`src/hdl/lzw_byte_compressor_macros.svh`:
```
// ----------------------------------------------------------------------------
// lzw byte compressor assertion macros
// shared concurrent assertion forms for the compressor rtl
// ----------------------------------------------------------------------------
`ifndef LZW_BYTE_COMPRESSOR_MACROS_SVH
`define LZW_BYTE_COMPRESSOR_MACROS_SVH

// same-cycle implication, disabled while in reset
`define LZWC_ASSERT_NOW(label, clk, rstn, ante, cons, msg) \
    label: assert property (@(posedge clk) disable iff (!(rstn)) (ante) |-> (cons)) \
        else $error(msg);

// next-cycle implication, disabled while in reset
`define LZWC_ASSERT_NEXT(label, clk, rstn, ante, cons, msg) \
    label: assert property (@(posedge clk) disable iff (!(rstn)) (ante) |=> (cons)) \
        else $error(msg);

`endif

```
`src/hdl/lzwc_pkg.sv`:
```
// ----------------------------------------------------------------------------
// lzwc_pkg
// constants, types and helper functions shared by the lzw compressor modules
// ----------------------------------------------------------------------------
package lzwc_pkg;

    localparam int DICT_SIZE   = 4096;
    localparam int FIRST_PHR   = 256;
    localparam int CODE_W      = $clog2(DICT_SIZE);
    localparam int NFC_W       = CODE_W + 1;
    localparam int KEY_W       = CODE_W + 8;
    localparam int TABLE_DEPTH = DICT_SIZE - FIRST_PHR;
    localparam int PHR_AW      = $clog2(TABLE_DEPTH);
    localparam int HASH_W      = CODE_W + 1;
    localparam int HASH_DEPTH  = 2 ** HASH_W;
    localparam int OUT_W       = 12;

    typedef enum logic [2:0] {
        ST_IDLE,
        ST_HASH_CHK,
        ST_PHR_CMP,
        ST_INSERT,
        ST_FINAL
    } lzwc_state_t;

    typedef struct packed {
        logic              hash_rd;
        logic [HASH_W-1:0] hash_rd_addr;
        logic              hash_wr;
        logic [HASH_W-1:0] hash_wr_addr;
        logic [CODE_W-1:0] hash_wr_code;
        logic              phr_rd;
        logic [PHR_AW-1:0] phr_rd_addr;
        logic              phr_wr;
        logic [PHR_AW-1:0] phr_wr_addr;
        logic [KEY_W-1:0]  phr_wr_key;
        logic [HASH_W-1:0] phr_wr_slot;
    } lzwc_dict_req_t;

    typedef struct packed {
        logic              ready;
        logic [CODE_W-1:0] hash_code;
        logic [KEY_W-1:0]  phr_key;
        logic [HASH_W-1:0] phr_slot;
    } lzwc_dict_rsp_t;

    typedef struct packed {
        logic             last_code;
        logic [OUT_W-1:0] code;
    } lzwc_out_t;

    function automatic logic [HASH_W-1:0] lzwc_hash(input logic [CODE_W-1:0] prefix,
                                                    input logic [7:0] data_byte);
        logic [HASH_W-1:0] hp;
        logic [HASH_W-1:0] hb;
        hp = HASH_W'(prefix);
        hb = HASH_W'(data_byte) << (HASH_W - 8);
        return hp ^ hb;
    endfunction

    function automatic logic [OUT_W-1:0] lzwc_out_code(input logic [CODE_W-1:0] code);
        logic [CODE_W+OUT_W-1:0] ext;
        ext = (CODE_W + OUT_W)'(code);
        return ext[OUT_W-1:0];
    endfunction

endpackage

```
`src/hdl/lzwc_out_fifo.sv`:
```
// ----------------------------------------------------------------------------
// lzwc_out_fifo
// two-entry result queue between the compressor control and the output port
// ----------------------------------------------------------------------------
module lzwc_out_fifo (
    input  logic                aclk,
    input  logic                aresetn,
    input  logic                push,
    input  lzwc_pkg::lzwc_out_t push_item,
    output logic                full,
    output logic                m_valid,
    input  logic                m_ready,
    output lzwc_pkg::lzwc_out_t m_item
);
    import lzwc_pkg::*;

    lzwc_out_t   item_mem [2];
    logic        wr_ptr_reg;
    logic        wr_ptr_next;
    logic        rd_ptr_reg;
    logic        rd_ptr_next;
    logic [1:0]  count_reg;
    logic [1:0]  count_next;
    logic        pop;
    logic        do_push;

    assign pop     = m_valid && m_ready;
    assign do_push = push && !full;

    always_comb begin
        wr_ptr_next = wr_ptr_reg;
        rd_ptr_next = rd_ptr_reg;
        count_next  = count_reg;
        if (do_push) begin
            wr_ptr_next = ~wr_ptr_reg;
        end
        if (pop) begin
            rd_ptr_next = ~rd_ptr_reg;
        end
        case ({do_push, pop})
            2'b10:   count_next = count_reg + 2'd1;
            2'b01:   count_next = count_reg - 2'd1;
            default: count_next = count_reg;
        endcase
    end

    always_ff @(posedge aclk) begin
        if (!aresetn) begin
            wr_ptr_reg <= 1'b0;
            rd_ptr_reg <= 1'b0;
            count_reg  <= 2'd0;
        end else begin
            wr_ptr_reg <= wr_ptr_next;
            rd_ptr_reg <= rd_ptr_next;
            count_reg  <= count_next;
        end
    end

    always_ff @(posedge aclk) begin
        if (do_push) begin
            item_mem[wr_ptr_reg] <= push_item;
        end
    end

    assign full    = (count_reg == 2'd2);
    assign m_valid = (count_reg != 2'd0);
    assign m_item  = item_mem[rd_ptr_reg];

endmodule

```
`config.mk`:
```
export PLATFORM = sky130hd
export DESIGN_NAME = lzwc_out_fifo
export DESIGN_NICKNAME = d
export VERILOG_FILES = /design/src/hdl/lzw_byte_compressor_macros.svh /design/src/hdl/lzwc_pkg.sv /design/src/hdl/lzwc_out_fifo.sv
export SDC_FILE = /design/constraint.sdc
export NUM_CORES = 1
export LEC_CHECK = 0
export ABC_AREA = 1
export BUFFER_PORTS_ARGS = -buffer_cell sky130_fd_sc_hd__buf_2
export CAP_MARGIN = 20
export CORE_MARGIN = 3
export CORE_UTILIZATION = 30
export DETAILED_ROUTE_END_ITERATION = 6
export GPL_TIMING_DRIVEN = 0
export PLACE_DENSITY_LB_ADDON = 0.12
export SYNTH_ARGS = -nofsm -noshare
export SYNTH_HDL_FRONTEND = slang
export SYNTH_SLANG_ARGS = --single-unit
```
`constraint.sdc`:
```
create_clock -name aclk -period 1.9 [get_ports aclk]
set_input_delay 0.38 -clock aclk [delete_from_list [all_inputs] [get_ports aclk]]
set_output_delay 0.38 -clock aclk [all_outputs]
set_load 0.01 [all_outputs]
```
== Yosys cells after proc, flatten, opt, wreduce, memory -nomap -nowiden ==
Memory sizes are Yosys's and may differ from the RTL's. A register that Yosys moved wholly into a read port is not among the register bits.
Cells that the tools add are included.
Storage, ports and cells
  bits in registers: 4
  bits in latches: 0
  memory bits (writable): 26
  memory bits (read-only): 0
  bits of input ports: 17
  output and inout port bits: 15
  logic and storage cells: 21
  memories kept: 1
Operators by class
  add/subtract/negate cells: 2
  multipliers: 0
  divide/modulo/power cells: 0
  order comparisons: 0
  equal/unequal tests: 3
  shifts and indexed selects: 0
  multiplexer cells: 5
  bitwise logic cells: 2
  reduce and logical (&&, ||, !) cells: 5
Memory list
  item_mem: words 2, bits a word 13, read ports 1, clocked after Yosys merged registers in 1, wr ports 1, RTL line lzwc_out_fifo.sv:17  | lzwc_out_t item_mem [2];
Operators with widths (count)
  2-bit equality test (second input constant): 2
  1-bit two-way mux: 4
  2-bit one-hot mux with 2 select lines: 1
  2-bit nonzero test: 2
  2-bit by 1-bit adder with 2-bit output (second input constant): 1
  2-bit by 1-bit equality test with 1-bit output (second input constant): 1
  1-bit logical AND: 2
  1-bit NOT: 2
  2-bit by 1-bit subtractor with 2-bit output (second input constant): 1
  1-bit zero test: 1

== Longest topological paths before layout ==
  word-level depth: 5
  mapped depth: 10
  depth with buffers taken out: 10

== Worst setup path before layout ==
OpenSTA, ideal clock, no wires.
  path type: register -> register
  start: register count_reg[0]
  end: memory item_mem[0][0] (netlist name) (enable)
  setup time: 0.382 ns
  data arrival time: 1.221 ns
  required time: 1.518 ns
  slack: 0.296 ns
  stages on the path, launching flop included: 5
  path buffers: 0
  period minus slack after synthesis: 1.604 ns
  cells stage by stage: dfxtp_1 -> nor2_4 -> nor2_4 -> inv_2 -> nor2_1
Between the ends
  longest elaborated chain between the ends: 5
RTL lines
  start: declaration: RTL line lzwc_out_fifo.sv:22  | logic [1:0] count_reg;
  start signal: assignment: RTL line lzwc_out_fifo.sv:55  | count_reg <= count_next;
  2-bit equality test: RTL line lzwc_out_fifo.sv:65  | assign full = (count_reg == 2'd2);
  named net full: RTL line lzwc_out_fifo.sv:10  | output logic full,
  1-bit zero test: RTL line lzwc_out_fifo.sv:28  | assign do_push = push && !full;
  1-bit logical AND: RTL line lzwc_out_fifo.sv:28
  1-bit two-way mux: RTL line lzwc_out_fifo.sv:60  | if (do_push) begin
  1-bit two-way mux (not written as such): RTL line lzwc_out_fifo.sv:61  | item_mem[wr_ptr_reg] <= push_item;
  end: declaration: RTL line lzwc_out_fifo.sv:17
The timed path passes the listed nets, and every way through them passes these cells.

==> key figures <==
Finish
  • Layout cells sized above 1: 0.500
  • FF+latch area: slightly below 900 µm²
  • Layout fillers: 374
  • Max reg flops: 26
  • Post-Layout Cell Count: 166
  • Post-layout net count: between 100 and 150
  • P&R area growth vs syn: 24.7%
  • Diodes inserted: 0
  • Multi-input logic area: 323 µm²
  • Final non-filler cell area: between 1500 and 2000 µm²

Synthesis
  • Seq/Total Area, Yosys: 0.710
  • Synth cell types: 18
  • Top cells by area, synth: edfxtp_1 63%, mux2_4 12%, dfxtp_1 8.1%, nor2_1 2.7%, mux2_2 2.7%
  • Synthesized area: 1240 µm²
  • FF+latch count, synth: 31
  • Post-synth EDFFs: 26
  • Synth warnings: 0
  • Post-Syn Instances: around 80
  • Syn Nets: 96
  • Main flop type after synthesis: edfxtp_1
  • Synth area leader: edfxtp_1
  • Synth top area share: 0.629
  • Most frequent cell after synthesis: edfxtp_1
  • Syn Area/Cell: 15.9 µm²
  • Asr flop ratio synth: 0
  • Post-synth top cells: 26 x edfxtp_1, 10 x mux2_4, 9 x nor2_1, 6 x nand2_1, 5 x dfxtp_1

Placement
  • Post-DP Area: 1470 µm²
  • Buffers on Ports: 31
  • Worst Setup Slack post-DPL: roughly 0.16 ns
  • Detailed placement HPWL: about 1.5 mm
  • Routability cong.: 0.766
  • Placed insts: between 150 and 200

Detailed routing
  • Pre-antenna DRT Iters: 4
  • M1 WL: about 780 µm
  • DRC viols: 0
  • Max Used Layer: met4
  • DR vias: approximately 700
  • Met3 WL: between 100 and 150 µm
  • WL met2: about 1.1 mm
  • Post-DRT Antenna Nets: 0
  • Routed wire per std cell: 12.2 µm
  • Post-Route WL: 2.03 mm
  • Vias/cell: 4.27
  • DR iter-0 viols: 19

Hold path
  • Hold Path Class: input port to register

Timing
  • Fmax: roughly 580 MHz
  • Slew HR: 0.585
  • Post-Route Skew: roughly 0.0035 ns
  • Final worst setup slack: 0.162 ns
  • Final slew viol count: 0
  • Least-Margin Pin Slew: around 0.62 ns
  • Final min period: approximately 1.7 ns
  • RSZ-0062 raised after global routing: no
  • Final-report setup violation count: 0
  • Tcrit/Tclk final: 0.915
  • Final Hold Viols: 0

GRT
  • Initial antenna violation count: 0
  • Pin count of the biggest net entering global routing: 14
  • GRT Util Overall: 0.0921
  • Grt ovf: 0
  • Vias in the first global route: 710
  • First-pass GRT wire length: 3.23 mm

Power and ir drop
  • Power Internal: between 1 and 1.5 mW
  • Net Sw Frac: 0.276
  • Total power: around 1.8 mW
  • Pwr dens: 1160 nW/µm²
  • Seq pwr share: 0.489
  • Worst VDD drop: 431 µV
  • Comb power frac: 0.250
  • Switching power: ~0.5 mW
  • Lkg Pwr: between 0.6 and 0.7 nW
  • Clock power frac: 0.260

Die
  • Die Width: between 70 and 80 µm
  • Die ar.: 4940 µm²
  • Core Box Area: ~3800 µm²
  • FP Rows: 22
  • Initial core utilization: 0.324
  • Chip Height: approximately 70 µm
  • # IOs: 32

Setup path
  • CP max-delay cell: dfxtp_1
  • Max FO, Critical Path: 10
  • CP max stage delay: 0.41 ns
  • Critical path class: register to primary output
  • Setup crit end kind: primary output
  • CP top delay family: flip-flops
  • Cell Chain, Critical Path: buf_6, mux2_4, buf_2
  • WP buf/inv: 2
  • Worst path required time: about 1.5 ns
  • CP arrival: ~1.4 ns
  • Worst setup SP type: register

Clocking
  • Clk buf depth: 2
  • H-tree depth: 2
  • Clock transition at path regs: 0.06 ns
  • CTS sink count: 31
  • CTS buffer count: 5
  • Cts hold-fix bufs: 0
  • Postcts setup bufs: 0
  • Worst-Skew Late Latency: 0.27 ns
  • CTS tree: built
  • Clk root buf: clkbuf_8
  • Cts repair resizes: 0

Outcome
  • Status: finished, final reports clean

Flow run
  • Max-cap viol count: 0
==> worst register-to-register path, stage by stage, from the launching register on <==
cell and delay, ns:
dfxtp_1 0.45, nor2_4 0.08, nor2_4 0.12, inv_2 0.05
nor2_1 0.48, buf_6 0.23
==> layout by cell type (no fill, tap or decap) <==
cell type,count
nand2_1,6
nor2_4,2
mux2_2,3
a21oi_1,1
mux2_4,10
buf_2,31
nand2_2,2
clkinv_1,2
nor2_1,9
dfxtp_1,5
buf_6,2
inv_2,3
clkbuf_8,5
inv_1,4
edfxtp_1,26
nand4_1,1
nand3_1,1
o21ai_0,1
nor2_2,1
ha_1,1
o21a_1,1
clkbuf_1,1
==> power groups by stage <==
stage | combinational, mW | clock (mW) | sequential, mW
floorplan | 0.310 | 0 | 0.883
global placement | 0.435 | 0 | 0.890
detailed placement | 0.458 | 0 | 0.893
CTS | 0.459 | 0.489 | 0.878
global route | 0.494 | 0.527 | 0.886
finish | 0.449 | 0.467 | 0.877
==> logic make-up (layout without fill, tap and decap cells) <==
group           Yosys count  count (layout)  share of synthesized area
flops                    31              31                      0.710
simple gates             22              22                     0.0877
mux                      13              13                      0.148
compound gates            3               3                     0.0141
buf+inv                   8              48                     0.0302
fa+ha+maj                 1               1                     0.0101
==> layout make-up <==
cell class,count,area share
Clock buffer,6,0.0469
Tap cell,48,0.0388
Multi-Input combinational cell,39,0.209
Clock inverter,2,0.00485
Buffer,1,0.00728
Inverter,7,0.0170
Timing Repair Buffer,32,0.108
Sequential cell,31,0.569
==> per-layer routing <==
metal  vias up  global-route usage
li1        356                   -
met1       327              0.0861
met2        22               0.157
met3         4              0.0518
met4         0              0.0511
met5         -                   0
==> through the flow <==
| step | TNS, ns | hold slack, ns | util |
|---|---|---|---|
| final | 0 | 0.294 | 0.405 |
| after global routing | 0 | 0.275 | 0.405 |
| after CTS | 0 | 0.284 | 0.405 |
| after detailed placement | 0 | 0.478 | 0.384 |
| after global placement | -1.84 | 0.476 | 0.381 |
| after floorplan | 0 | 0.451 | - |
==> worst paths after layout <==
kind | startpoint | endpoint | slack [ns] | cells after the start
setup / recovery | register | m_item[0] | 0.16 | 3
hold / removal | push_item[5] | item_mem[1][5] | 0.29 | 1
setup reg to reg | count_reg[0] | item_mem[0][9] | 0.21 | 5
hold reg to reg | rd_ptr_reg | register | 0.50 | 2
Power figures use the tool's default switching activity.
