`src/hdl/lzw_byte_compressor_macros.svh`:
```
// ----------------------------------------------------------------------------
// lzw byte compressor assertion macros
// shared concurrent assertion forms for the compressor rtl
// ----------------------------------------------------------------------------
`ifndef LZW_BYTE_COMPRESSOR_MACROS_SVH
`define LZW_BYTE_COMPRESSOR_MACROS_SVH

// same-cycle implication, disabled while in reset
`define LZWC_ASSERT_NOW(label, clk, rstn, ante, cons, msg) \
    label: assert property (@(posedge clk) disable iff (!(rstn)) (ante) |-> (cons)) \
        else $error(msg);

// next-cycle implication, disabled while in reset
`define LZWC_ASSERT_NEXT(label, clk, rstn, ante, cons, msg) \
    label: assert property (@(posedge clk) disable iff (!(rstn)) (ante) |=> (cons)) \
        else $error(msg);

`endif

```
`src/hdl/lzwc_pkg.sv`:
```
// ----------------------------------------------------------------------------
// lzwc_pkg
// constants, types and helper functions shared by the lzw compressor modules
// ----------------------------------------------------------------------------
package lzwc_pkg;

    localparam int DICT_SIZE   = 4096;
    localparam int FIRST_PHR   = 256;
    localparam int CODE_W      = $clog2(DICT_SIZE);
    localparam int NFC_W       = CODE_W + 1;
    localparam int KEY_W       = CODE_W + 8;
    localparam int TABLE_DEPTH = DICT_SIZE - FIRST_PHR;
    localparam int PHR_AW      = $clog2(TABLE_DEPTH);
    localparam int HASH_W      = CODE_W + 1;
    localparam int HASH_DEPTH  = 2 ** HASH_W;
    localparam int OUT_W       = 12;

    typedef enum logic [2:0] {
        ST_IDLE,
        ST_HASH_CHK,
        ST_PHR_CMP,
        ST_INSERT,
        ST_FINAL
    } lzwc_state_t;

    typedef struct packed {
        logic              hash_rd;
        logic [HASH_W-1:0] hash_rd_addr;
        logic              hash_wr;
        logic [HASH_W-1:0] hash_wr_addr;
        logic [CODE_W-1:0] hash_wr_code;
        logic              phr_rd;
        logic [PHR_AW-1:0] phr_rd_addr;
        logic              phr_wr;
        logic [PHR_AW-1:0] phr_wr_addr;
        logic [KEY_W-1:0]  phr_wr_key;
        logic [HASH_W-1:0] phr_wr_slot;
    } lzwc_dict_req_t;

    typedef struct packed {
        logic              ready;
        logic [CODE_W-1:0] hash_code;
        logic [KEY_W-1:0]  phr_key;
        logic [HASH_W-1:0] phr_slot;
    } lzwc_dict_rsp_t;

    typedef struct packed {
        logic             last_code;
        logic [OUT_W-1:0] code;
    } lzwc_out_t;

    function automatic logic [HASH_W-1:0] lzwc_hash(input logic [CODE_W-1:0] prefix,
                                                    input logic [7:0] data_byte);
        logic [HASH_W-1:0] hp;
        logic [HASH_W-1:0] hb;
        hp = HASH_W'(prefix);
        hb = HASH_W'(data_byte) << (HASH_W - 8);
        return hp ^ hb;
    endfunction

    function automatic logic [OUT_W-1:0] lzwc_out_code(input logic [CODE_W-1:0] code);
        logic [CODE_W+OUT_W-1:0] ext;
        ext = (CODE_W + OUT_W)'(code);
        return ext[OUT_W-1:0];
    endfunction

endpackage

```
`src/hdl/lzwc_ctrl.sv`:
```
// ----------------------------------------------------------------------------
// lzwc_ctrl
// prefix state, probe sequencer and insert logic of the lzw compressor
// ----------------------------------------------------------------------------
`include "lzw_byte_compressor_macros.svh"

module lzwc_ctrl (
    input  logic                     aclk,
    input  logic                     aresetn,
    input  logic                     in_valid,
    output logic                     in_ready,
    input  logic [7:0]               in_byte,
    input  logic                     in_last,
    output lzwc_pkg::lzwc_dict_req_t dict_req,
    input  lzwc_pkg::lzwc_dict_rsp_t dict_rsp,
    output logic                     out_push,
    output lzwc_pkg::lzwc_out_t      out_item,
    input  logic                     fifo_full
);
    import lzwc_pkg::*;

    localparam logic [CODE_W-1:0] FIRST_CODE = CODE_W'(FIRST_PHR);
    localparam logic [NFC_W-1:0]  NFC_FIRST  = NFC_W'(FIRST_PHR);
    localparam logic [NFC_W-1:0]  NFC_DICT   = NFC_W'(DICT_SIZE);

    lzwc_state_t       state_reg;
    lzwc_state_t       state_next;
    logic [CODE_W-1:0] prefix_reg;
    logic [CODE_W-1:0] prefix_next;
    logic              held_reg;
    logic              held_next;
    logic [NFC_W-1:0]  nfc_reg;
    logic [NFC_W-1:0]  nfc_next;
    logic [7:0]        byte_reg;
    logic [7:0]        byte_next;
    logic              last_reg;
    logic              last_next;
    logic [HASH_W-1:0] slot_reg;
    logic [HASH_W-1:0] slot_next;
    logic [CODE_W-1:0] cand_reg;
    logic [CODE_W-1:0] cand_next;

    logic              accept;
    logic              cand_ok;
    logic              key_eq;
    logic              slot_eq;
    logic [KEY_W-1:0]  cur_key;
    logic [HASH_W-1:0] first_slot;
    logic [CODE_W-1:0] cand_off;
    logic [NFC_W-1:0]  nfc_off;
    logic              room;

    assign in_ready   = (state_reg == ST_IDLE) && dict_rsp.ready;
    assign accept     = in_valid && in_ready;
    assign cur_key    = {prefix_reg, byte_reg};
    assign first_slot = lzwc_hash(prefix_reg, in_byte);
    assign cand_ok    = (dict_rsp.hash_code >= FIRST_CODE) &&
                        (NFC_W'(dict_rsp.hash_code) < nfc_reg);
    assign key_eq     = (dict_rsp.phr_key == cur_key);
    // a slot is taken only while the phrase entry it names points back at it
    assign slot_eq    = (dict_rsp.phr_slot == slot_reg);
    assign cand_off   = dict_rsp.hash_code - FIRST_CODE;
    assign nfc_off    = nfc_reg - NFC_FIRST;
    assign room       = (nfc_reg < NFC_DICT);

    always_comb begin
        state_next = state_reg;
        case (state_reg)
            ST_IDLE: begin
                if (accept) begin
                    if (held_reg) begin
                        state_next = ST_HASH_CHK;
                    end else if (in_last) begin
                        state_next = ST_FINAL;
                    end
                end
            end
            ST_HASH_CHK: begin
                state_next = cand_ok ? ST_PHR_CMP : ST_INSERT;
            end
            ST_PHR_CMP: begin
                if (!slot_eq) begin
                    state_next = ST_INSERT;
                end else if (key_eq) begin
                    state_next = last_reg ? ST_FINAL : ST_IDLE;
                end else begin
                    state_next = ST_HASH_CHK;
                end
            end
            ST_INSERT: begin
                if (!fifo_full) begin
                    state_next = last_reg ? ST_FINAL : ST_IDLE;
                end
            end
            ST_FINAL: begin
                if (!fifo_full) begin
                    state_next = ST_IDLE;
                end
            end
            default: state_next = ST_IDLE;
        endcase
    end

    // slot and phrase entries written by an insert are read no earlier than the next item
    always_comb begin
        prefix_next        = prefix_reg;
        held_next          = held_reg;
        nfc_next           = nfc_reg;
        byte_next          = byte_reg;
        last_next          = last_reg;
        slot_next          = slot_reg;
        cand_next          = cand_reg;
        dict_req           = '0;
        out_push           = 1'b0;
        out_item.code      = lzwc_out_code(prefix_reg);
        out_item.last_code = (state_reg == ST_FINAL);
        case (state_reg)
            ST_IDLE: begin
                if (accept) begin
                    byte_next = in_byte;
                    last_next = in_last;
                    if (held_reg) begin
                        slot_next             = first_slot;
                        dict_req.hash_rd      = 1'b1;
                        dict_req.hash_rd_addr = first_slot;
                    end else begin
                        prefix_next = CODE_W'(in_byte);
                        held_next   = 1'b1;
                    end
                end
            end
            ST_HASH_CHK: begin
                cand_next            = dict_rsp.hash_code;
                dict_req.phr_rd      = cand_ok;
                dict_req.phr_rd_addr = cand_off[PHR_AW-1:0];
            end
            ST_PHR_CMP: begin
                if (slot_eq && key_eq) begin
                    prefix_next = cand_reg;
                end else if (slot_eq) begin
                    slot_next             = slot_reg + 1'b1;
                    dict_req.hash_rd      = 1'b1;
                    dict_req.hash_rd_addr = slot_reg + 1'b1;
                end
            end
            ST_INSERT: begin
                if (!fifo_full) begin
                    out_push    = 1'b1;
                    prefix_next = CODE_W'(byte_reg);
                    if (room) begin
                        dict_req.hash_wr      = 1'b1;
                        dict_req.hash_wr_addr = slot_reg;
                        dict_req.hash_wr_code = nfc_reg[CODE_W-1:0];
                        dict_req.phr_wr       = 1'b1;
                        dict_req.phr_wr_addr  = nfc_off[PHR_AW-1:0];
                        dict_req.phr_wr_key   = cur_key;
                        dict_req.phr_wr_slot  = slot_reg;
                        nfc_next              = nfc_reg + 1'b1;
                    end
                end
            end
            ST_FINAL: begin
                if (!fifo_full) begin
                    out_push    = 1'b1;
                    held_next   = 1'b0;
                    prefix_next = '0;
                    nfc_next    = NFC_FIRST;
                end
            end
            default: begin
                held_next = held_reg;
            end
        endcase
    end

    always_ff @(posedge aclk) begin
        if (!aresetn) begin
            state_reg  <= ST_IDLE;
            prefix_reg <= '0;
            held_reg   <= 1'b0;
            nfc_reg    <= NFC_FIRST;
        end else begin
            state_reg  <= state_next;
            prefix_reg <= prefix_next;
            held_reg   <= held_next;
            nfc_reg    <= nfc_next;
        end
    end

    always_ff @(posedge aclk) begin
        byte_reg <= byte_next;
        last_reg <= last_next;
        slot_reg <= slot_next;
        cand_reg <= cand_next;
    end

    `LZWC_ASSERT_NOW(a_nfc_range, aclk, aresetn, 1'b1, (nfc_reg >= NFC_FIRST) && (nfc_reg <= NFC_DICT), "next free code out of range")
    `LZWC_ASSERT_NOW(a_accept_cleared, aclk, aresetn, accept, dict_rsp.ready, "item taken during clearing pass")
    `LZWC_ASSERT_NOW(a_cand_range, aclk, aresetn, state_reg == ST_PHR_CMP, (cand_reg >= FIRST_CODE) && (NFC_W'(cand_reg) < nfc_reg), "compare on a code outside the live table")
    `LZWC_ASSERT_NEXT(a_stream_restart, aclk, aresetn, out_push && out_item.last_code, (nfc_reg == NFC_FIRST) && !held_reg, "stream state not restarted after final code")

endmodule

```
`config.mk`:
```
export PLATFORM = sky130hd
export DESIGN_NAME = lzwc_ctrl
export DESIGN_NICKNAME = d
export VERILOG_FILES = /design/src/hdl/lzwc_pkg.sv /design/src/hdl/lzwc_ctrl.sv
export VERILOG_INCLUDE_DIRS = /design/src /design/src/hdl
export SDC_FILE = /design/constraint.sdc
export NUM_CORES = 1
export LEC_CHECK = 0
export BUFFER_PORTS_ARGS = -buffer_cell sky130_fd_sc_hd__buf_4
export CAP_MARGIN = 5
export CORE_MARGIN = 3
export CORE_UTILIZATION = 50
export DETAILED_ROUTE_END_ITERATION = 12
export HOLD_SLACK_MARGIN = 0.15
export PLACE_DENSITY = 0.83
export SYNTH_ARGS = -nofsm -noshare
export SYNTH_HDL_FRONTEND = slang
export SYNTH_SLANG_ARGS = --single-unit
```
`constraint.sdc`:
```
create_clock -name aclk -period 2.5 [get_ports aclk]
set_input_delay 0.375 -clock aclk [delete_from_list [all_inputs] [get_ports aclk]]
set_output_delay 0.375 -clock aclk [all_outputs]
set_load 0.02 [all_outputs]
```
# Yosys cells after proc, flatten, opt, wreduce, memory -nomap -nowiden
# Cells that the tools add are included.
[totals]
register_bits = 63
in_bits = 59
out_inout_bits = 114
[classes]
add_sub_neg = 4
magnitude_cmp = 3
eq_ne = 16
muxes = 42
bitwise_logic = 1
n_reduce_logical = 16
[op_table]
columns = ["cell", "count"]
rows = [
  ["$mux W46", 3],
  ["$mux W13", 8],
  ["$mux W26", 3],
  ["$mux W12", 5],
  ["$mux W14", 4],
  ["$pmux W13 S2", 2],
  ["$pmux W12 S4", 1],
  ["$pmux W14 S2", 1],
  ["$add A13 B1 Y13 const B", 2],
  ["$mux W3", 8],
  ["$sub A12 B9 Y12 const B", 2],
  ["$eq A20 B20 Y1", 1],
  ["$ne A2 B2 Y1 const B", 9],
  ["$pmux W3 S5", 1],
  ["$eq A13 B13 Y1", 1],
  ["$lt A12 B13 Y1", 1],
  ["$lt A13 B13 Y1 const B", 1],
  ["$xor A12 B13 Y13", 1],
  ["$ge A12 B9 Y1 const B", 1],
  ["$reduce_and A4 Y1", 2],
  ["$eq A3 B2 Y1 const B", 2],
  ["$reduce_and A6 Y1", 1],
  ["$reduce_bool A2 Y1", 3],
  ["$mux W1", 5],
  ["other kinds (11)", 14],
]

# Depth between registers and ports, before layout
# Gate-level depths: netlist (run 1).
[logic_depth]
ltp_word = 5
depth_mapped = 9
depth_no_buf = 8

# Worst setup path before layout (run 1)
# Ideal clock, no wire load.
[synth_timing]
path_kind = "register to output"
from = "register state_reg[1]"
to = "output dict_req[85] (netlist name)"
t_arrival_ns = 2.263
setup_slack_ns = -0.138
stages_incl_launch_ff = 8
path_cell_list = "dfxtp_1 -> clkbuf_1 -> nor4b_1 -> and3_1 -> clkbuf_1 -> buf_2 -> nand2_1 -> o21ai_1"
[synth_lines]
columns = ["element", "line_no", "source"]
rows = [
  ["start, declared", "lzwc_ctrl.sv:26", "lzwc_state_t state_reg;"],
  ["start signal, assigned", "lzwc_ctrl.sv:183", "state_reg <= state_next;"],
  ["end, declared", "lzwc_ctrl.sv:14", "output lzwc_pkg::lzwc_dict_req_t dict_req,"],
]

==> run summary, run 1 <==
In this run, CTS created clock tree buffers numbering 9. The critical path class was reg2out. The proportion of netlist area held by the largest area contributor is 0.2267.

For hold timing, the worst endpoint is last_reg. The number of filler cells placed in the layout was 620; the wire length reported by the detailed router was 14.74 mm. Time the worst path needs with I/O delays and setup: 2720 ps.

In this design, the stage delay of the slowest critical-path cell is 440 ps. Data arrives at the worst endpoint at 2340 ps. The tools report the initial core utilization as 0.5322.

TritonCTS built the clock tree. The layout cell share with drive strength beyond 1 works out to 0.3963. The proportion of total power due to net switching is 0.3092, and the area of the core is 8464 sq um. The worst hold path begins at in_last. The library cells used most frequently in the layout, excluding fill and tap cells, are 202 x buf_4, 55 x nor2_1, 44 x and2_1. For the cell row count, the log shows 33. Distinct cell type count of the synthesized netlist: 51. The logs give -220.0 ps for the minimum setup slack in the final design and 3 for the number of H-tree levels. The logs give 0.3556 for the share of synthesized area occupied by flip-flops and latches and 0 for the count of inserted antenna diode cells.

The relative slew slack was 0.6627; the area of the mapped netlist was 4504 sq um. The analysis attributes to cell leakage a power of 2.842 nW. The floorplan step defined a die boundary enclosing 10,180 sq um. Entering global routing, the biggest net connects 36 pins.

The final setup violation count was 15; the max-slew violation count was 0. In the routed design, unresolved DRC markers number 0. Routability-driven placement finished with a final weighted congestion of 0.8980. The internal power component is 0.002063 W, and the final cycle utilization of the critical path is 1.088.

The clock share of power is 0.316. Setup repair after global routing could not meet its margin everywhere. At the pin with the least slew margin, the transition time is 505.9 ps. For the number of failing hold endpoints at the final stage, the log shows 0. On the critical path, the stage with the largest delay is an instance of edfxtp_1. For the initial antenna violation count, the log shows 0. For the count of antenna-violating nets left after detailed routing, the log shows 0.

The classification of the worst-slack hold path is in2reg. The power per standard cell area came out at 469.7 nW/um^2. For the highest achievable clock rate, the log shows 367.6 MHz. Data on the critical path is required at its endpoint by 2120 ps. The first global-routing pass estimated 22.31 mm of wire. The tools report the startpoint type of the worst setup path as a flip-flop. The height of the die was 100.9 um. The synthesized netlist net count came out at 592. The largest buffer count on any clock path is 2.

By area the synthesized netlist is led by edfxtp_1 23%, dfxtp_1 13%, xor2_1 7.6%. After the last flow step, the layout net total stands at 765. The root buffer cell is clkbuf_8.

Worst-case hold slack: 223.9 ps. The overall routing resource usage is 0.2774, and the number of stages on the worst hold path is 1. The flow ran to the end, but the final reports show violations. The largest total area in the synthesized netlist belongs to edfxtp_1.

Hold repair after CTS inserted 0 buffers. The initial detailed-routing violation count was 305; the worst-case reg-to-reg path depth was 10. The number of global-route vias before repair was 4,338.

The clock drives 63 sinks. Dividing the synthesized area by the synthesized cell count gives 8.729 sq um. Excluding fillers, the count of instances in the completed layout stands at 799. The number of storage elements in the synthesis netlist was 63; the number of primary I/O pins was 173. The fraction of registers with async set or reset after synthesis works out to 0. Max-cap violations in this run came to 0. Synthesis handed over a netlist of 516 instances. The critical path goes through xor2_1, nor4_2, nand3_1, nor2_2, nand3b_1, buf_12, o21ai_1, buf_4. The proportion of power drawn by combinational gates is 0.270. In this run the critical register-to-register path is captured at prefix_reg[0]. Of all nets on the critical path, the largest fanout is 14. Power share of the sequential group: 0.414. The chip width is 100.9 um. The total net switching power was 0.0009235 W; the worst reg-to-reg setup slack was 0 ps. Compared with the post-synthesis result, the final layout area differs by 41.17%. Counting tap cells, the placed design contains a total of 772 instances.

After global routing the overflow that remains totals 0. The synthesized design contains 34 enable-type register cells. During synthesis, Yosys emitted a total of 0 warnings. Area of placed instances: 5887 sq um. Detailed placement ended at an HPWL of 10.92 mm.

The worst setup path is captured at an output port. The count of buffers inserted at the top-level ports was 172; the detailed-route via count was 4,533. The final reports fail on negative setup slack. The tools report the iteration count of the initial detailed-routing pass as 5.

Startpoint of the worst register-to-register path: slot_reg[3]. Clock-pin slew was measured on the worst setup and hold paths at 60 ps. The clock network latency to the later pin of the worst-skew pair is 350 ps, and the post-route cell area is 6359 sq um. Across the VDD grid, the largest voltage drop is 308.4 uV.

In the synthesized netlist the dominant register cell turns out to be edfxtp_1. The logs give 0.7512 for the final core utilization and -22.20 ps for the placement-stage worst setup slack. After detailed routing, the number of vias per cell comes to 5.673.

In the final routed layout, each cell accounts on average for 18.45 um. The library cell used most frequently in the layout, excluding fill and tap cells, is buf_4. On the final layout, the worst clock skew is 15.15 ps.
cell usage after synthesis, types with 2 or more instances:
| master | n |
|---|---|
| a211o_1 | 8 |
| a211oi_1 | 2 |
| a21o_1 | 3 |
| a21oi_1 | 23 |
| a31o_1 | 3 |
| a31oi_1 | 2 |
| a32o_1 | 3 |
| and2_1 | 44 |
| and3_1 | 4 |
| and4_1 | 5 |
| buf_2 | 3 |
| buf_4 | 22 |
| buf_6 | 2 |
| clkbuf_1 | 23 |
| dfxtp_1 | 29 |
| edfxtp_1 | 34 |
| ha_1 | 17 |
| inv_1 | 15 |
| inv_2 | 3 |
| mux2i_1 | 16 |
| nand2_1 | 42 |
| nand2b_1 | 6 |
| nand3_1 | 9 |
| nand4_1 | 7 |
| nor2_1 | 57 |
| nor3_1 | 7 |
| nor4_1 | 7 |
| nor4_2 | 2 |
| o21ai_0 | 17 |
| o21ai_1 | 15 |
| or2_1 | 2 |
| or3_1 | 2 |
| xnor2_1 | 26 |
| xor2_1 | 39 |
cells by family after synthesis:
family | count (synthesis) | synth area share
compound gates | 84 | 0.1189
simple gates | 203 | 0.2372
fa+ha+maj | 17 | 0.04722
flops | 63 | 0.3556
buf+inv | 68 | 0.07916
mux | 16 | 0.03555
xor+xnor | 65 | 0.1264
power by group through the flow:
| stage | Combinational (W) | Clock (W) | Sequential (W) |
|---|---|---|---|
| final | 0.000807 | 0.000944 | 0.00124 |
| after detailed placement | 0.000743 | 0 | 0.00126 |
| after global placement | 0.000718 | 0 | 0.00125 |
| after global routing | 0.000863 | 0.000994 | 0.00124 |
| after CTS | 0.000762 | 0.000939 | 0.00124 |
| after floorplan | 0.000402 | 0 | 0.00127 |
critical path, delay by kind of cell (launching register included):
| family | cells | cell delay (ps) |
|---|---|---|
| simple gates | 4 | 950 |
| flops | 1 | 440 |
| buf+inv | 2 | 330 |
| xor+xnor | 1 | 180 |
| compound gates | 1 | 90 |
layer usage:
layer  wire [um]  vias to the layer above  track usage  part of all wire
li1            -                     2113            -                 -
met1        5658                     2083       0.3446              0.38
met2        7160                      299       0.4765              0.49
met3        1475                       38      0.06090              0.10
met4         448                        0      0.09202             0.030
met5           0                        -            0                 0
how the worst max path moves through the flow:
stage / start / endpoint / slack, ps / depth (start not counted)
2_1_floorplan: fifo_full / dict_req[59] / 90 / 8
3_3_place_gp: dict_rsp[20] / dict_req[89] / 9 / 9
3_5_place_dp: dict_rsp[20] / dict_req[96] / -20 / 9
4_1_cts: slot_reg[10] / dict_req[92] / -70 / 8
5_1_grt: byte_reg[1] / dict_req[93] / -310 / 8
6_report: byte_reg[1] / dict_req[93] / -220 / 8
area by class of cell:
| cell class | count | area, sq um | area share |
|---|---|---|---|
| multi-input cells | 385 | 2684 | 0.4221 |
| flip-flops and latches | 63 | 1618 | 0.2544 |
| repair buffers | 212 | 1647 | 0.2590 |
| clock inverters | 3 | 40.04 | 0.006297 |
| clock buffers | 13 | 168.9 | 0.02656 |
| well taps | 105 | 131.4 | 0.02066 |
| inverters | 18 | 70.07 | 0.01102 |
what timing repair did:
action                     in CTS  in global routing
buffers inserted                7                  5
setup endpoints to repair      15                 60
gates resized for setup        11                 38
pin swaps                       9                 12
per-stage QoR:
stage	power (W)	TNS (ps)
3_5_place_dp	0.002002	-136.2
4_1_cts	0.002938	-626.7
6_report	0.002987	-2481
2_1_floorplan	0.001675	0
3_3_place_gp	0.001972	0
5_1_grt	0.003100	-4159
Power figures use the tool's default switching activity.
==> run 2, diff against run 1 <==
--- a/config.mk
+++ b/config.mk
@@ -13,6 +13,7 @@
 export DETAILED_ROUTE_END_ITERATION = 12
 export HOLD_SLACK_MARGIN = 0.15
 export PLACE_DENSITY = 0.83
+export SKIP_CTS_REPAIR_TIMING = 1
 export SYNTH_ARGS = -nofsm -noshare
 export SYNTH_HDL_FRONTEND = slang
 export SYNTH_SLANG_ARGS = --single-unit
==> run 2 against run 1 <==
The run still ends with negative setup slack left. Critical path depth unchanged. Global-route usage shrank 0.62 points. Via count grew 0.75%. Clock power is 1% lower. Sequential share of layout area fell by 0.064 points. Worst hold slack improved by 3.4 ps. Register-to-register slack hardly changed. Core utilization about the same. Setup slack improved by 28 ps. Sequential cell count unchanged. First-iteration DRC count is 20% higher. Highest routed layer unchanged.
==> run summary, run 2 (synthesis gave the netlist of run 1 again) <==
The arrival time of data at the critical path endpoint was 2320 ps. The number of buffer and inverter stages on the critical path was 2. The design draws 0.002988 W. STA classifies the critical path endpoint as an output port.

The tools report the global-route wire length before repair as 21.85 mm. Measured along the x axis, the die boundary spans 100.9 um. The number of antenna diodes in the final layout is 0. Entering global routing, the biggest net connects 36 pins. The endpoint required time on the critical path is 2120 ps. In the final routed layout, each cell accounts on average for 18.68 um.

The logs give 4,272 for the number of global-route vias before repair and 8464 sq um for the area of the core. TritonCTS built the clock tree. The power per standard cell area came out at 469.8 nW/um^2.

Setup repair after global routing could not meet its margin everywhere. In this run the worst path has a maximum fanout of 14. The time the worst path needs with I/O delays and setup is 2692 ps, and the full die area is 10,180 sq um. The final cycle utilization of the critical path is 1.077, and the detailed-route via count is 4,567. With fillers left out, the area of the finished cells amounts to 6360 sq um. For this run, the detailed router's first-pass iteration total came to 5.

The run gives 0.7514 as the final core utilization. The highest-delay cell along the critical path was edfxtp_1. Counting every sink on the clock net gives 63. The delay contributed by the slowest stage of the critical path was 440 ps; the number of H-tree levels was 3.

Across the VDD grid, the largest voltage drop is 320.5 uV. The number of filler cells placed in the layout was 617; the global-route congestion overflow total was 0. Startpoint type of the worst setup path: a flip-flop. The initial detailed-routing violation count was 367. In the final design database the tool counted 767 nets.

The kind of cell with the highest combined delay along the critical path is simple AND/OR/NAND/NOR gates. The wire length reported by the detailed router is 14.97 mm. The tools report the number of buffers created by CTS as 9. The max-slew violation count is 0, and the slew at the pin closest to its max-slew limit is 485.0 ps. The post-detailed-route DRC marker count was 0; the overall routing resource usage was 0.2711. Root buffer cell: clkbuf_8. The area of placed instances is 5887 sq um. The tools report the static leakage as 2.843 nW. The floorplan has 33 rows. The leading cell type in the layout, fill and taps excluded is buf_4.

The run gives -191.6 ps as the minimum setup slack in the final design. The relative slew slack is 0.6766. The number of failing hold endpoints at the final stage is 0, and the height of the die is 100.9 um. The count of antenna-violating nets left after detailed routing was 0.

After clock tree synthesis, the clock-pin slew on the worst setup and hold paths is 70 ps. The clock network latency to the later pin of the worst-skew pair was 350 ps; the initial core utilization was 0.5322. Routability-driven placement finished with a final weighted congestion of 0.8980. The tools report the highest achievable clock rate as 371.5 MHz. The count of buffers inserted at the top-level ports is 172, and the largest buffer count on any clock path is 2. The count of maximum capacitance violations is 0.

The tools report the initial antenna violation count as 0. The run gives 173 as the number of primary I/O pins. The classification of the worst-slack hold path is in2reg. The final worst clock skew is 11.36 ps. Setup violations remaining at the end of the flow were counted as 14.

The library cells used most frequently in the layout, excluding fill and tap cells, are 206 x buf_4, 55 x nor2_1, 44 x and2_1. The checks that failed: negative setup slack. The layout cell share with drive strength beyond 1 is 0.3922. In the routed layout, each cell is associated on average with a via count of 5.702.

The run finished, with violations left. Relative to the synthesized area, the layout overhead comes to 41.19%. Detailed placement ended at an HPWL of 10.92 mm. Walking the worst path, the cells encountered are xor2_1, nor4_2, nand3_1, nor2_2, nand3b_1, buf_12, o21ai_1, buf_4.

The critical path class was reg2out.
[run 2: cell count changes in the layout (fill, tap and decap cells not counted), sizes merged]
cell and change:
buf +2
[run 2: path summary, 6_finish.rpt]
path / from / end / slack (ps) / cells after the start
worst max-delay path: byte_reg[1] / dict_req[95] / -190 / 8
worst min-delay path: in_last / last_reg / 230 / 1
worst max register to register: slot_reg[1] / prefix_reg[9] / 0 / 9
worst min register to register: cand_reg[11] / prefix_reg[11] / 490 / 1
[run 2: final cells by class]
type	count	area, sq um	area share
inverter	18	70.07	0.01102
clock inverter	3	40.04	0.006295
clock buffer	13	168.9	0.02656
timing repair buffer	214	1654	0.2601
sequential	63	1614	0.2538
multi-input combinational	385	2681	0.4216
tap	105	131.4	0.02066
[run 2: per-stage QoR]
step | setup slack [ps] | hold slack [ps] | TNS [ps] | cells
6_report | -191.6 | 227.3 | -2260 | 801
5_1_grt | -295.0 | 217.9 | -4149 | 801
2_1_floorplan | 93.76 | 435.1 | 0 | 516
3_5_place_dp | -22.20 | 487.3 | -136.2 | 772
3_3_place_gp | 8.904 | 470.1 | 0 | 772
4_1_cts | -347.3 | 220.3 | -4663 | 788
[run 2: routing by layer]
layer / part of all wire / routed length (um) / vias to the layer above / GRT usage
li1: - / - / 2111 / -
met1: 0.38 / 5636 / 2128 / 0.3351
met2: 0.49 / 7359 / 284 / 0.4689
met3: 0.096 / 1433 / 44 / 0.05675
met4: 0.036 / 537 / 0 / 0.09202
met5: 0 / 0 / - / 0
[run 2: power breakdown]
part,leakage (nW),switching [W],internal [W],total (W)
registers,0.549,0.0000686,0.00117,0.00124
logic,2.18,0.000453,0.000360,0.000814
clock network,0.109,0.000396,0.000539,0.000935
total,2.84,0.000918,0.00207,0.00299
